File: src/sv/egr_pkg.sv
package egr_pkg;

	localparam int SIDE_W    = 13;
	localparam int IDX_W     = 12;
	localparam int COEF_W    = 32;
	localparam int AMP_W     = 16;
	localparam int REG_IDX_W = 3;
	localparam int ACC_W     = 60;
	localparam int MUL_W     = 33;
	localparam int PROD_W    = 2 * MUL_W;
	localparam int Q30_W     = 30;

	typedef logic signed [MUL_W-1:0]  mul_op_t;
	typedef logic signed [PROD_W-1:0] prod_t;
	typedef logic [REG_IDX_W-1:0]     reg_idx_t;
	typedef logic [3:0]               div_k_t;

	localparam reg_idx_t REG_IMAGE_SIDE  = 3'd0;
	localparam reg_idx_t REG_CENTER_ROW  = 3'd1;
	localparam reg_idx_t REG_CENTER_COL  = 3'd2;
	localparam reg_idx_t REG_COEF_ROW_SQ = 3'd3;
	localparam reg_idx_t REG_COEF_CROSS  = 3'd4;
	localparam reg_idx_t REG_COEF_COL_SQ = 3'd5;

	localparam logic [30:0] LOG2E_Q30 = 31'd1549082005;
	localparam logic [29:0] LN2_Q30   = 30'd744261118;
	localparam logic [30:0] ONE_Q30   = 31'h4000_0000;

	localparam div_k_t K_FIRST = 4'd8;
	localparam div_k_t K_LAST  = 4'd1;

	// ceil(2^33 / k) for the divisors that are not powers of two
	function automatic logic [31:0] recip_k(input div_k_t k);
		logic [31:0] r;
		begin
			case (k)
				4'd3:    r = 32'd2863311531;
				4'd5:    r = 32'd1717986919;
				4'd6:    r = 32'd1431655766;
				4'd7:    r = 32'd1227133514;
				default: r = 32'd0;
			endcase
			return r;
		end
	endfunction

	function automatic logic is_pow2_k(input div_k_t k);
		return (k == 4'd1) || (k == 4'd2) || (k == 4'd4) || (k == 4'd8);
	endfunction

	function automatic logic [1:0] log2_k(input div_k_t k);
		logic [1:0] s;
		begin
			case (k)
				4'd2:    s = 2'd1;
				4'd4:    s = 2'd2;
				4'd8:    s = 2'd3;
				default: s = 2'd0;
			endcase
			return s;
		end
	endfunction

endpackage

File: src/sv/elliptical_gaussian_raster.sv
// Elliptical Gaussian image generator: every accepted input transfer yields one pixel of a
// square image in raster order (column fastest), with amplitude exp(-q) in unsigned
// Q1.AMP_FRAC_BITS where q = A*dr^2 + B*dr*dc + C*dc^2 about the configured centre, and 0 once
// q reaches 16. A single registered 33x33 signed multiplier under a small sequencer does all
// the arithmetic: six products for the quadratic form, two for the base-2 range reduction
// and an eight-step Horner series (two multiplies on steps that divide by 3, 5, 6 or 7). The
// range reduction and the series are skipped when q is negative (amplitude 1.0) or 16 or
// more (amplitude 0). The input side is ready only while idle; the output register holds a
// finished pixel while the next one is computed. A restart of 1 moves the raster to row 0,
// column 0 before that pixel; image_done marks the last pixel of the image. Write
// configuration only while idle.
module elliptical_gaussian_raster #(
	parameter int MAX_SIDE       = 4096,
	parameter int AMP_FRAC_BITS  = 15,
	parameter int COEF_FRAC_BITS = 28
) (
	input  logic                                   clk,
	input  logic                                   arst_n,
	input  logic                                   wr_en,
	input  logic [egr_pkg::REG_IDX_W-1:0]          wr_index,
	input  logic [egr_pkg::COEF_W-1:0]             wr_data,
	input  logic                                   in_valid,
	output logic                                   in_stall,
	input  logic                                   restart,
	output logic                                   out_valid,
	input  logic                                   out_stall,
	output logic [egr_pkg::AMP_W-1:0]              amplitude,
	output logic [egr_pkg::IDX_W-1:0]              pixel_row,
	output logic [egr_pkg::IDX_W-1:0]              pixel_col,
	output logic                                   image_done
);
	import egr_pkg::*;

	localparam logic [3:0] ST_IDLE  = 4'd0;
	localparam logic [3:0] ST_RR    = 4'd1;
	localparam logic [3:0] ST_A     = 4'd2;
	localparam logic [3:0] ST_RC    = 4'd3;
	localparam logic [3:0] ST_B     = 4'd4;
	localparam logic [3:0] ST_CC    = 4'd5;
	localparam logic [3:0] ST_C     = 4'd6;
	localparam logic [3:0] ST_SUM   = 4'd7;
	localparam logic [3:0] ST_L2E   = 4'd8;
	localparam logic [3:0] ST_LN2   = 4'd9;
	localparam logic [3:0] ST_Y     = 4'd10;
	localparam logic [3:0] ST_HMUL  = 4'd11;
	localparam logic [3:0] ST_HDIV  = 4'd12;
	localparam logic [3:0] ST_HFIX  = 4'd13;
	localparam logic [3:0] ST_ROUND = 4'd14;
	localparam logic [3:0] ST_OUT   = 4'd15;

	localparam int SIDE_LIM_I = (MAX_SIDE < 4096) ? MAX_SIDE : 4096;
	localparam logic [SIDE_W-1:0] SIDE_LIM = SIDE_W'(SIDE_LIM_I);
	localparam int QS_W = COEF_FRAC_BITS + 18;
	localparam int SH_BASE = 30 - AMP_FRAC_BITS;
	localparam logic [31:0] AMP_ONE_FULL = 32'd1 << AMP_FRAC_BITS;
	localparam logic [AMP_W-1:0] AMP_ONE = AMP_ONE_FULL[AMP_W-1:0];
	localparam int RND_W = 48;

	// configuration
	logic [SIDE_W-1:0]        side_q;
	logic [IDX_W-1:0]         crow_q;
	logic [IDX_W-1:0]         ccol_q;
	logic [COEF_W-1:0]        coef_a_q;
	logic signed [COEF_W-1:0] coef_b_q;
	logic [COEF_W-1:0]        coef_c_q;

	// raster and sequencer
	logic [IDX_W-1:0]        row_cnt_q;
	logic [IDX_W-1:0]        col_cnt_q;
	logic [3:0]              state_q;
	logic signed [IDX_W:0]   dr_q;
	logic signed [IDX_W:0]   dc_q;
	logic [IDX_W-1:0]        prow_q;
	logic [IDX_W-1:0]        pcol_q;
	logic                    pdone_q;
	prod_t                   prod_q;
	logic signed [ACC_W-1:0] acc_q;
	logic [4:0]              n_q;
	logic [Q30_W-1:0]        y_q;
	logic [Q30_W:0]          p_q;
	div_k_t                  k_q;
	logic [AMP_W-1:0]        amp_q;

	// output register
	logic                    out_valid_q;
	logic [AMP_W-1:0]        amplitude_q;
	logic [IDX_W-1:0]        pixel_row_q;
	logic [IDX_W-1:0]        pixel_col_q;
	logic                    image_done_q;

	logic                    in_xfer;
	logic                    out_xfer;
	logic                    out_load;
	logic [IDX_W-1:0]        row_cur;
	logic [IDX_W-1:0]        col_cur;
	logic [SIDE_W-1:0]       side_eff;
	logic                    last_col;
	logic                    last_row;
	mul_op_t                 mul_a;
	mul_op_t                 mul_b;
	prod_t                   mul_p;
	logic [QS_W-1:0]         qs_wide;
	logic                    q_neg;
	logic                    q_big;
	logic [Q30_W-1:0]        x_div;
	logic [Q30_W-1:0]        quot_fix;
	logic [5:0]              sh;
	logic [RND_W-1:0]        rnd_sum;
	logic [RND_W-1:0]        rnd;

	assign in_stall   = (state_q != ST_IDLE);
	assign in_xfer    = in_valid && !in_stall;
	assign out_xfer   = out_valid_q && !out_stall;
	assign out_load   = (state_q == ST_OUT) && (!out_valid_q || !out_stall);
	assign out_valid  = out_valid_q;
	assign amplitude  = amplitude_q;
	assign pixel_row  = pixel_row_q;
	assign pixel_col  = pixel_col_q;
	assign image_done = image_done_q;

	// raster position of the pixel being taken in
	always_comb begin
		row_cur  = restart ? '0 : row_cnt_q;
		col_cur  = restart ? '0 : col_cnt_q;
		side_eff = side_q;
		if (side_q == '0) begin
			side_eff = SIDE_W'(1);
		end else if (side_q > SIDE_LIM) begin
			side_eff = SIDE_LIM;
		end
		last_col = ({1'b0, col_cur} + SIDE_W'(1)) >= side_eff;
		last_row = ({1'b0, row_cur} + SIDE_W'(1)) >= side_eff;
	end

	// derived values from the product and accumulator
	always_comb begin
		qs_wide  = {acc_q[COEF_FRAC_BITS+3:0], 14'd0} >> (COEF_FRAC_BITS - 10);
		q_neg    = acc_q[ACC_W-1];
		q_big    = |acc_q[ACC_W-2:COEF_FRAC_BITS+4];
		x_div    = prod_q[59:30];
		quot_fix = prod_q[62:33];
		sh       = 6'(SH_BASE) + {1'b0, n_q};
		rnd_sum  = {{(RND_W-Q30_W-1){1'b0}}, p_q} + (RND_W'(1) << (sh - 6'd1));
		rnd      = rnd_sum >> sh;
	end

	// shared multiplier operand selection
	always_comb begin
		mul_a = '0;
		mul_b = '0;
		case (state_q)
			ST_RR: begin
				mul_a = MUL_W'(dr_q);
				mul_b = MUL_W'(dr_q);
			end
			ST_A: begin
				mul_a = $signed({1'b0, coef_a_q});
				mul_b = $signed(prod_q[MUL_W-1:0]);
			end
			ST_RC: begin
				mul_a = MUL_W'(dr_q);
				mul_b = MUL_W'(dc_q);
			end
			ST_B: begin
				mul_a = MUL_W'(coef_b_q);
				mul_b = $signed(prod_q[MUL_W-1:0]);
			end
			ST_CC: begin
				mul_a = MUL_W'(dc_q);
				mul_b = MUL_W'(dc_q);
			end
			ST_C: begin
				mul_a = $signed({1'b0, coef_c_q});
				mul_b = $signed(prod_q[MUL_W-1:0]);
			end
			ST_L2E: begin
				mul_a = $signed({5'd0, qs_wide[27:0]});
				mul_b = $signed({2'd0, LOG2E_Q30});
			end
			ST_LN2: begin
				mul_a = $signed({9'd0, prod_q[53:30]});
				mul_b = $signed({3'd0, LN2_Q30});
			end
			ST_HMUL: begin
				mul_a = $signed({3'd0, y_q});
				mul_b = $signed({2'd0, p_q});
			end
			ST_HDIV: begin
				mul_a = $signed({3'd0, x_div});
				mul_b = $signed({1'b0, recip_k(k_q)});
			end
			default: begin
				mul_a = '0;
				mul_b = '0;
			end
		endcase
	end

	assign mul_p = mul_a * mul_b;

	always_ff @(posedge clk) begin
		prod_q <= mul_p;
	end

	always_ff @(posedge clk or negedge arst_n) begin
		if (!arst_n) begin
			side_q   <= SIDE_W'(1024);
			crow_q   <= IDX_W'(512);
			ccol_q   <= IDX_W'(512);
			coef_a_q <= '0;
			coef_b_q <= '0;
			coef_c_q <= '0;
		end else if (wr_en) begin
			case (wr_index)
				REG_IMAGE_SIDE:  side_q   <= wr_data[SIDE_W-1:0];
				REG_CENTER_ROW:  crow_q   <= wr_data[IDX_W-1:0];
				REG_CENTER_COL:  ccol_q   <= wr_data[IDX_W-1:0];
				REG_COEF_ROW_SQ: coef_a_q <= wr_data;
				REG_COEF_CROSS:  coef_b_q <= $signed(wr_data);
				REG_COEF_COL_SQ: coef_c_q <= wr_data;
				default: begin
				end
			endcase
		end
	end

	// sequencer
	always_ff @(posedge clk or negedge arst_n) begin
		if (!arst_n) begin
			state_q   <= ST_IDLE;
			row_cnt_q <= '0;
			col_cnt_q <= '0;
			k_q       <= K_FIRST;
		end else begin
			case (state_q)
				ST_IDLE: begin
					if (in_xfer) begin
						if (last_col) begin
							col_cnt_q <= '0;
							row_cnt_q <= last_row ? '0 : row_cur + IDX_W'(1);
						end else begin
							row_cnt_q <= row_cur;
							col_cnt_q <= col_cur + IDX_W'(1);
						end
						state_q <= ST_RR;
					end
				end
				ST_RR:  state_q <= ST_A;
				ST_A:   state_q <= ST_RC;
				ST_RC:  state_q <= ST_B;
				ST_B:   state_q <= ST_CC;
				ST_CC:  state_q <= ST_C;
				ST_C:   state_q <= ST_SUM;
				ST_SUM: state_q <= ST_L2E;
				ST_L2E: begin
					state_q <= (q_neg || q_big) ? ST_OUT : ST_LN2;
				end
				ST_LN2: state_q <= ST_Y;
				ST_Y: begin
					k_q     <= K_FIRST;
					state_q <= ST_HMUL;
				end
				ST_HMUL: state_q <= ST_HDIV;
				ST_HDIV: begin
					if (!is_pow2_k(k_q)) begin
						state_q <= ST_HFIX;
					end else if (k_q == K_LAST) begin
						state_q <= ST_ROUND;
					end else begin
						k_q     <= k_q - div_k_t'(1);
						state_q <= ST_HMUL;
					end
				end
				ST_HFIX: begin
					k_q     <= k_q - div_k_t'(1);
					state_q <= ST_HMUL;
				end
				ST_ROUND: state_q <= ST_OUT;
				ST_OUT: begin
					if (out_load) begin
						state_q <= ST_IDLE;
					end
				end
				default: state_q <= ST_IDLE;
			endcase
		end
	end

	// datapath registers
	always_ff @(posedge clk) begin
		case (state_q)
			ST_IDLE: begin
				if (in_xfer) begin
					dr_q    <= $signed({1'b0, row_cur}) - $signed({1'b0, crow_q});
					dc_q    <= $signed({1'b0, col_cur}) - $signed({1'b0, ccol_q});
					prow_q  <= row_cur;
					pcol_q  <= col_cur;
					pdone_q <= last_col && last_row;
				end
			end
			ST_RC:  acc_q <= prod_q[ACC_W-1:0];
			ST_CC:  acc_q <= acc_q + prod_q[ACC_W-1:0];
			ST_SUM: acc_q <= acc_q + prod_q[ACC_W-1:0];
			ST_L2E: begin
				if (q_neg) begin
					amp_q <= AMP_ONE;
				end else if (q_big) begin
					amp_q <= '0;
				end
			end
			ST_LN2: n_q <= prod_q[58:54];
			ST_Y: begin
				y_q <= prod_q[53:24];
				p_q <= ONE_Q30;
			end
			ST_HDIV: begin
				if (is_pow2_k(k_q)) begin
					p_q <= ONE_Q30 - {1'b0, x_div >> log2_k(k_q)};
				end
			end
			ST_HFIX:  p_q   <= ONE_Q30 - {1'b0, quot_fix};
			ST_ROUND: amp_q <= rnd[AMP_W-1:0];
			default: begin
			end
		endcase
	end

	// output register
	always_ff @(posedge clk or negedge arst_n) begin
		if (!arst_n) begin
			out_valid_q <= 1'b0;
		end else if (out_load) begin
			out_valid_q <= 1'b1;
		end else if (out_xfer) begin
			out_valid_q <= 1'b0;
		end
	end

	always_ff @(posedge clk) begin
		if (out_load) begin
			amplitude_q  <= amp_q;
			pixel_row_q  <= prow_q;
			pixel_col_q  <= pcol_q;
			image_done_q <= pdone_q;
		end
	end

	// checks
	a_accept_busy: assert property (@(posedge clk) disable iff (!arst_n)
		in_xfer |=> in_stall)
		else $error("input taken while a pixel is in progress");

	a_load_from_out: assert property (@(posedge clk) disable iff (!arst_n)
		$rose(out_valid_q) |-> $past(state_q) == ST_OUT)
		else $error("output loaded outside the output step");

	a_k_range: assert property (@(posedge clk) disable iff (!arst_n)
		(state_q == ST_HMUL) |-> (k_q >= K_LAST && k_q <= K_FIRST))
		else $error("series divisor out of range");

	a_amp_max: assert property (@(posedge clk) disable iff (!arst_n)
		out_valid_q |-> ((AMP_FRAC_BITS > 15) || (amplitude_q <= AMP_ONE)))
		else $error("amplitude above one");

endmodule

File: config.mk
export PLATFORM = sky130hd
export DESIGN_NAME = elliptical_gaussian_raster
export DESIGN_NICKNAME = d
export VERILOG_FILES = /design/src/sv/egr_pkg.sv /design/src/sv/elliptical_gaussian_raster.sv
export SDC_FILE = /design/constraint.sdc
export NUM_CORES = 2
export LEC_CHECK = 0
export BUFFER_PORTS_ARGS = -buffer_cell sky130_fd_sc_hd__buf_2
export CAP_MARGIN = 5
export CORE_MARGIN = 2
export CORE_UTILIZATION = 50
export DETAILED_ROUTE_END_ITERATION = 7
export PLACE_DENSITY_LB_ADDON = 0.08
export SYNTH_ARGS = -nofsm -noshare
export SYNTH_HDL_FRONTEND = slang
export SYNTH_SLANG_ARGS = --single-unit
File: constraint.sdc
create_clock -name clk -period 13.5 [get_ports clk]
set_input_delay 1.35 -clock clk [delete_from_list [all_inputs] [get_ports clk]]
set_output_delay 1.35 -clock clk [all_outputs]
set_load 0.01 [all_outputs]
==> results.yml <==
outcome:
  run_status: "completed"
synthesis:
  synth_cell_types: 87
  ys_seq_area_share_pct: 19.5
  synth_enable_flop_cells: 234
  synth_area_per_cell_um2: 9.31
  synth-async-reset-ratio_pct: 35.9
  synth.cell_area_um2: 63800
  synth-seq-cells: 463
  syn-instance-count: 6856
  postSynth.topFlopCell: "sky130_fd_sc_hd__edfxtp_1"
  ys_warn_count: 0
clocking:
  clk_transition_reported_paths_ns: 0.07
  cts.sinks: 463
  cts_setup_buffers: 0
  cts.path.max_buffers: 3
  clk-insertion-delay-late_ns: 0.67
  cts_hold_buf: 0
  numCtsBuffers: 50
  cts_tree: "done"
  clock_tree.root_cell: "sky130_fd_sc_hd__clkbuf_16"
  clock_h_tree_levels: 2
  postCtsResizedCells: 0
final_layout:
  layout.core_utilization_pct: 53.5
  area.growth.synth_to_final_pct: 6.66
  final_nets: 8306
  drive_gt1_share_pct: 7.68
setup_path:
  crit_path_end_kind: "register"
  timing_worst_setup_path_type: "register to register"
  timing.rr.end: "prod_q[58]"
  cpMostUsedCell: "sky130_fd_sc_hd__fa_1"
  critical_path.reg2reg.startpoint: "state_q[1]"
  crit_path_max_incr_delay_ns: 0.77
  timing.reg2reg.worst_path_depth: 34
  critical_path.slowest_cell: "sky130_fd_sc_hd__nor2_1"
  critical_path_required_ns: 14.09
  critical_path.endpoint: "prod_q[58]"
  setup_slack_of_the_most_critical_reg_to_reg_path_ns: 1.98
  worst-path-max-fanout: 35
  setup.worst_path.start_class: "register"
  crit_start: "state_q[1]"
  cp.arrival_ns: 12.12
floorplanning:
  io_pins: 84
  floorplan.die.height_um: 361
  floorplan.initialDensity_pct: 50.2
  placement_rows: 131
  core_area_um2: 127000
  floorplan.die.width_um: 361
  die_area_um2: 131000
grt:
  grt_pass1_vias: 50300
  grt_util_all_layers_pct: 34.0
  grt_overflow: 0
  largest_net_degree_at_the_start_of_global_routing: 98
  grt_antenna_before_repair: 14
  global_route_wire_length_before_repair_um: 327000
drt:
  drtIter0Drc: 4899
  route.detailed.vias_per_inst: 5.84
  postRouteAntennaNets: 0
  drt_wl_total_um: 218000
  routedWlPerCell_um: 25.6
  detailedRoute.firstPassIterationCount: 8
  num_vias: 49600
  total_drc_errors_in_the_routed_layout: 0
placed_design:
  place_worst_setup_slack_ns: 2.23
  io_port_bufs: 83
  hpwl_after_detailed_placement_um: 170000
  finalWeightedCongestion: 0.985
sta:
  setup_violations: 0
  worst_slack_ns: 1.98
  setup_tns_ns: 0
  fin_crit_sh_pct: 85.4
  clock.fmax_mhz: 86.8
  finalCriticalPeriod_ns: 11.52
  worstMarginPinSlew_ns: 1.32
  rsz0062_at_grt: "no"
  slew-limit-headroom_pct: 11.1
  slew_viol_final: 0
  finalClockSkew_ns: 0.0622
  worst_hold_slack_ns: 0.414
  report.final.hold_viol_count: 0
run:
  cap_viol_max_count: 0
hold_path:
  min_path_type: "register to register"
==> Yosys cell counts (8+ instances only) <==
cell type                  instances  area [µm²]
sky130_fd_sc_hd__a211o_1          10        87.6
sky130_fd_sc_hd__a211oi_1         40         300
sky130_fd_sc_hd__a21boi_0         13        97.6
sky130_fd_sc_hd__a21o_1          111         833
sky130_fd_sc_hd__a21oi_1         184         921
sky130_fd_sc_hd__a221o_1          14         140
sky130_fd_sc_hd__a221oi_1         17         149
sky130_fd_sc_hd__a222oi_1         36         360
sky130_fd_sc_hd__a22o_1           14         123
sky130_fd_sc_hd__a22oi_1          61         458
sky130_fd_sc_hd__a31o_2            8        70.1
sky130_fd_sc_hd__a31oi_1          36         225
sky130_fd_sc_hd__and2_1           29         181
sky130_fd_sc_hd__and3_1           43         269
sky130_fd_sc_hd__and4_1           27         236
sky130_fd_sc_hd__buf_1            22        82.6
sky130_fd_sc_hd__clkbuf_1        315        1180
sky130_fd_sc_hd__dfrtp_1         162        4050
sky130_fd_sc_hd__dfxtp_1          63        1260
sky130_fd_sc_hd__edfxtp_1        234        7030
sky130_fd_sc_hd__fa_1           1116       22300
sky130_fd_sc_hd__ha_1            357        4470
sky130_fd_sc_hd__inv_1          1249        4690
sky130_fd_sc_hd__mux2_2          120        1350
sky130_fd_sc_hd__mux2i_1          26         260
sky130_fd_sc_hd__mux4_2           11         248
sky130_fd_sc_hd__nand2_1         797        2990
sky130_fd_sc_hd__nand2b_1         45         282
sky130_fd_sc_hd__nand3_1          79         395
sky130_fd_sc_hd__nand4_1          61         382
sky130_fd_sc_hd__nor2_1          785        2950
sky130_fd_sc_hd__nor2b_1          49         307
sky130_fd_sc_hd__nor3_1           57         285
sky130_fd_sc_hd__nor3b_1          10        75.1
sky130_fd_sc_hd__nor4_1           16         100
sky130_fd_sc_hd__o211ai_1         11        82.6
sky130_fd_sc_hd__o21a_1           14         105
sky130_fd_sc_hd__o21ai_0         220        1100
sky130_fd_sc_hd__o21bai_1         15         113
sky130_fd_sc_hd__o22ai_1          16         100
sky130_fd_sc_hd__o31ai_1          22         165
sky130_fd_sc_hd__or2_2            17         106
sky130_fd_sc_hd__or3_1            23         144
sky130_fd_sc_hd__xnor2_1         109         955
sky130_fd_sc_hd__xor2_1           82         718
==> final cells by class <==
type                       instances  area, µm²
fill                           11800      59100
multi-input combinational       4799      45600
sequential                       463      12400
inverter                        1250       4690
tap                             1662       2080
timing repair buffer             228       1510
clock buffer                      64       1420
clock inverter                    30        320
antenna                            6       15.0
==> worst max-delay path, delay by kind of cell (launching register included) <==
kind	cells	cell delay [ns]
compound gates	9	2.84
xor+xnor	1	0.15
fa+ha+maj	9	4.30
buf+inv	7	0.93
flops	1	0.59
simple gates	8	2.64
==> state kept, by name (all words and copies together) (netlist names), 13 cells and up <==
register   cells
acc_q         60
amp_q         16
amplitude     16
coef_a_q      32
coef_b_q      32
coef_c_q      32
dc_q          13
dr_q          13
p_q           31
prod_q        63
side_q        13
y_q           30
==> cell families after synthesis <==
family                     Yosys count  synth area share [%]
xor gates and xnor gates           192                  2.65
buffers and inverters             1596                  9.43
muxes                              158                  2.95
DFF                                463                  19.5
AOI/OAI and AO/OA                  905                  9.40
and+or+nand+nor                   2068                  14.1
adders and majority gates         1473                  42.0
other                                1               0.00587
==> through the flow <==
step           instances  cell area, µm²
3_5_place_dp        8402           66300
2_1_floorplan       6858           63800
6_report            8502           68100
3_3_place_gp        8402           66300
5_1_grt             8498           68100
4_1_cts             8496           68100
==> metal layers <==
layer	up-vias	GRT usage [%]	share of wire (%)	wire length, µm
li1	21700	-	-	-
met4	12	13.1	4.7	10200
met3	429	7.43	9.7	21200
met2	2164	51.8	44	96200
met1	25300	47.5	41	90200
met5	-	0	0.040	88
==> cells in the final DEF, fill, tap and decap left out, drive strengths merged, types with 15 or more instances in the layout <==
cell type,Yosys,final
a211oi,40,40
a21o,111,111
a21oi,184,184
a221oi,17,17
a222oi,36,36
a22oi,61,61
a31oi,36,36
and2,30,30
and3,43,43
and4,27,27
buf,31,228
clkbuf,315,64
clkinv,1,17
dfrtp,162,162
dfxtp,63,63
edfxtp,234,234
fa,1116,1116
ha,357,357
inv,1249,1252
mux2,120,120
mux2i,26,26
nand2,798,798
nand2b,45,45
nand3,79,79
nand4,62,62
nor2,785,785
nor2b,49,49
nor3,58,58
nor4,18,18
o21ai,221,221
o21bai,15,15
o22ai,16,16
o31ai,22,22
or2,19,19
or3,23,23
xnor2,109,109
xor2,83,83
==> how the worst min path moves through the flow <==
stage                    from       endpoint  slack, ns  cells past startpoint
floorplan            amp_q[0]   amplitude[0]       0.40                      0
global placement    amp_q[14]  amplitude[14]       0.40                      0
detailed placement   amp_q[9]   amplitude[9]       0.40                      0
CTS                  amp_q[3]   amplitude[3]       0.41                      0
global route         amp_q[1]   amplitude[1]       0.42                      0
finish               amp_q[3]   amplitude[3]       0.41                      0
Power is not shown: default switching activity piles up to over one toggle a cycle in this logic, so the estimate is an artifact.
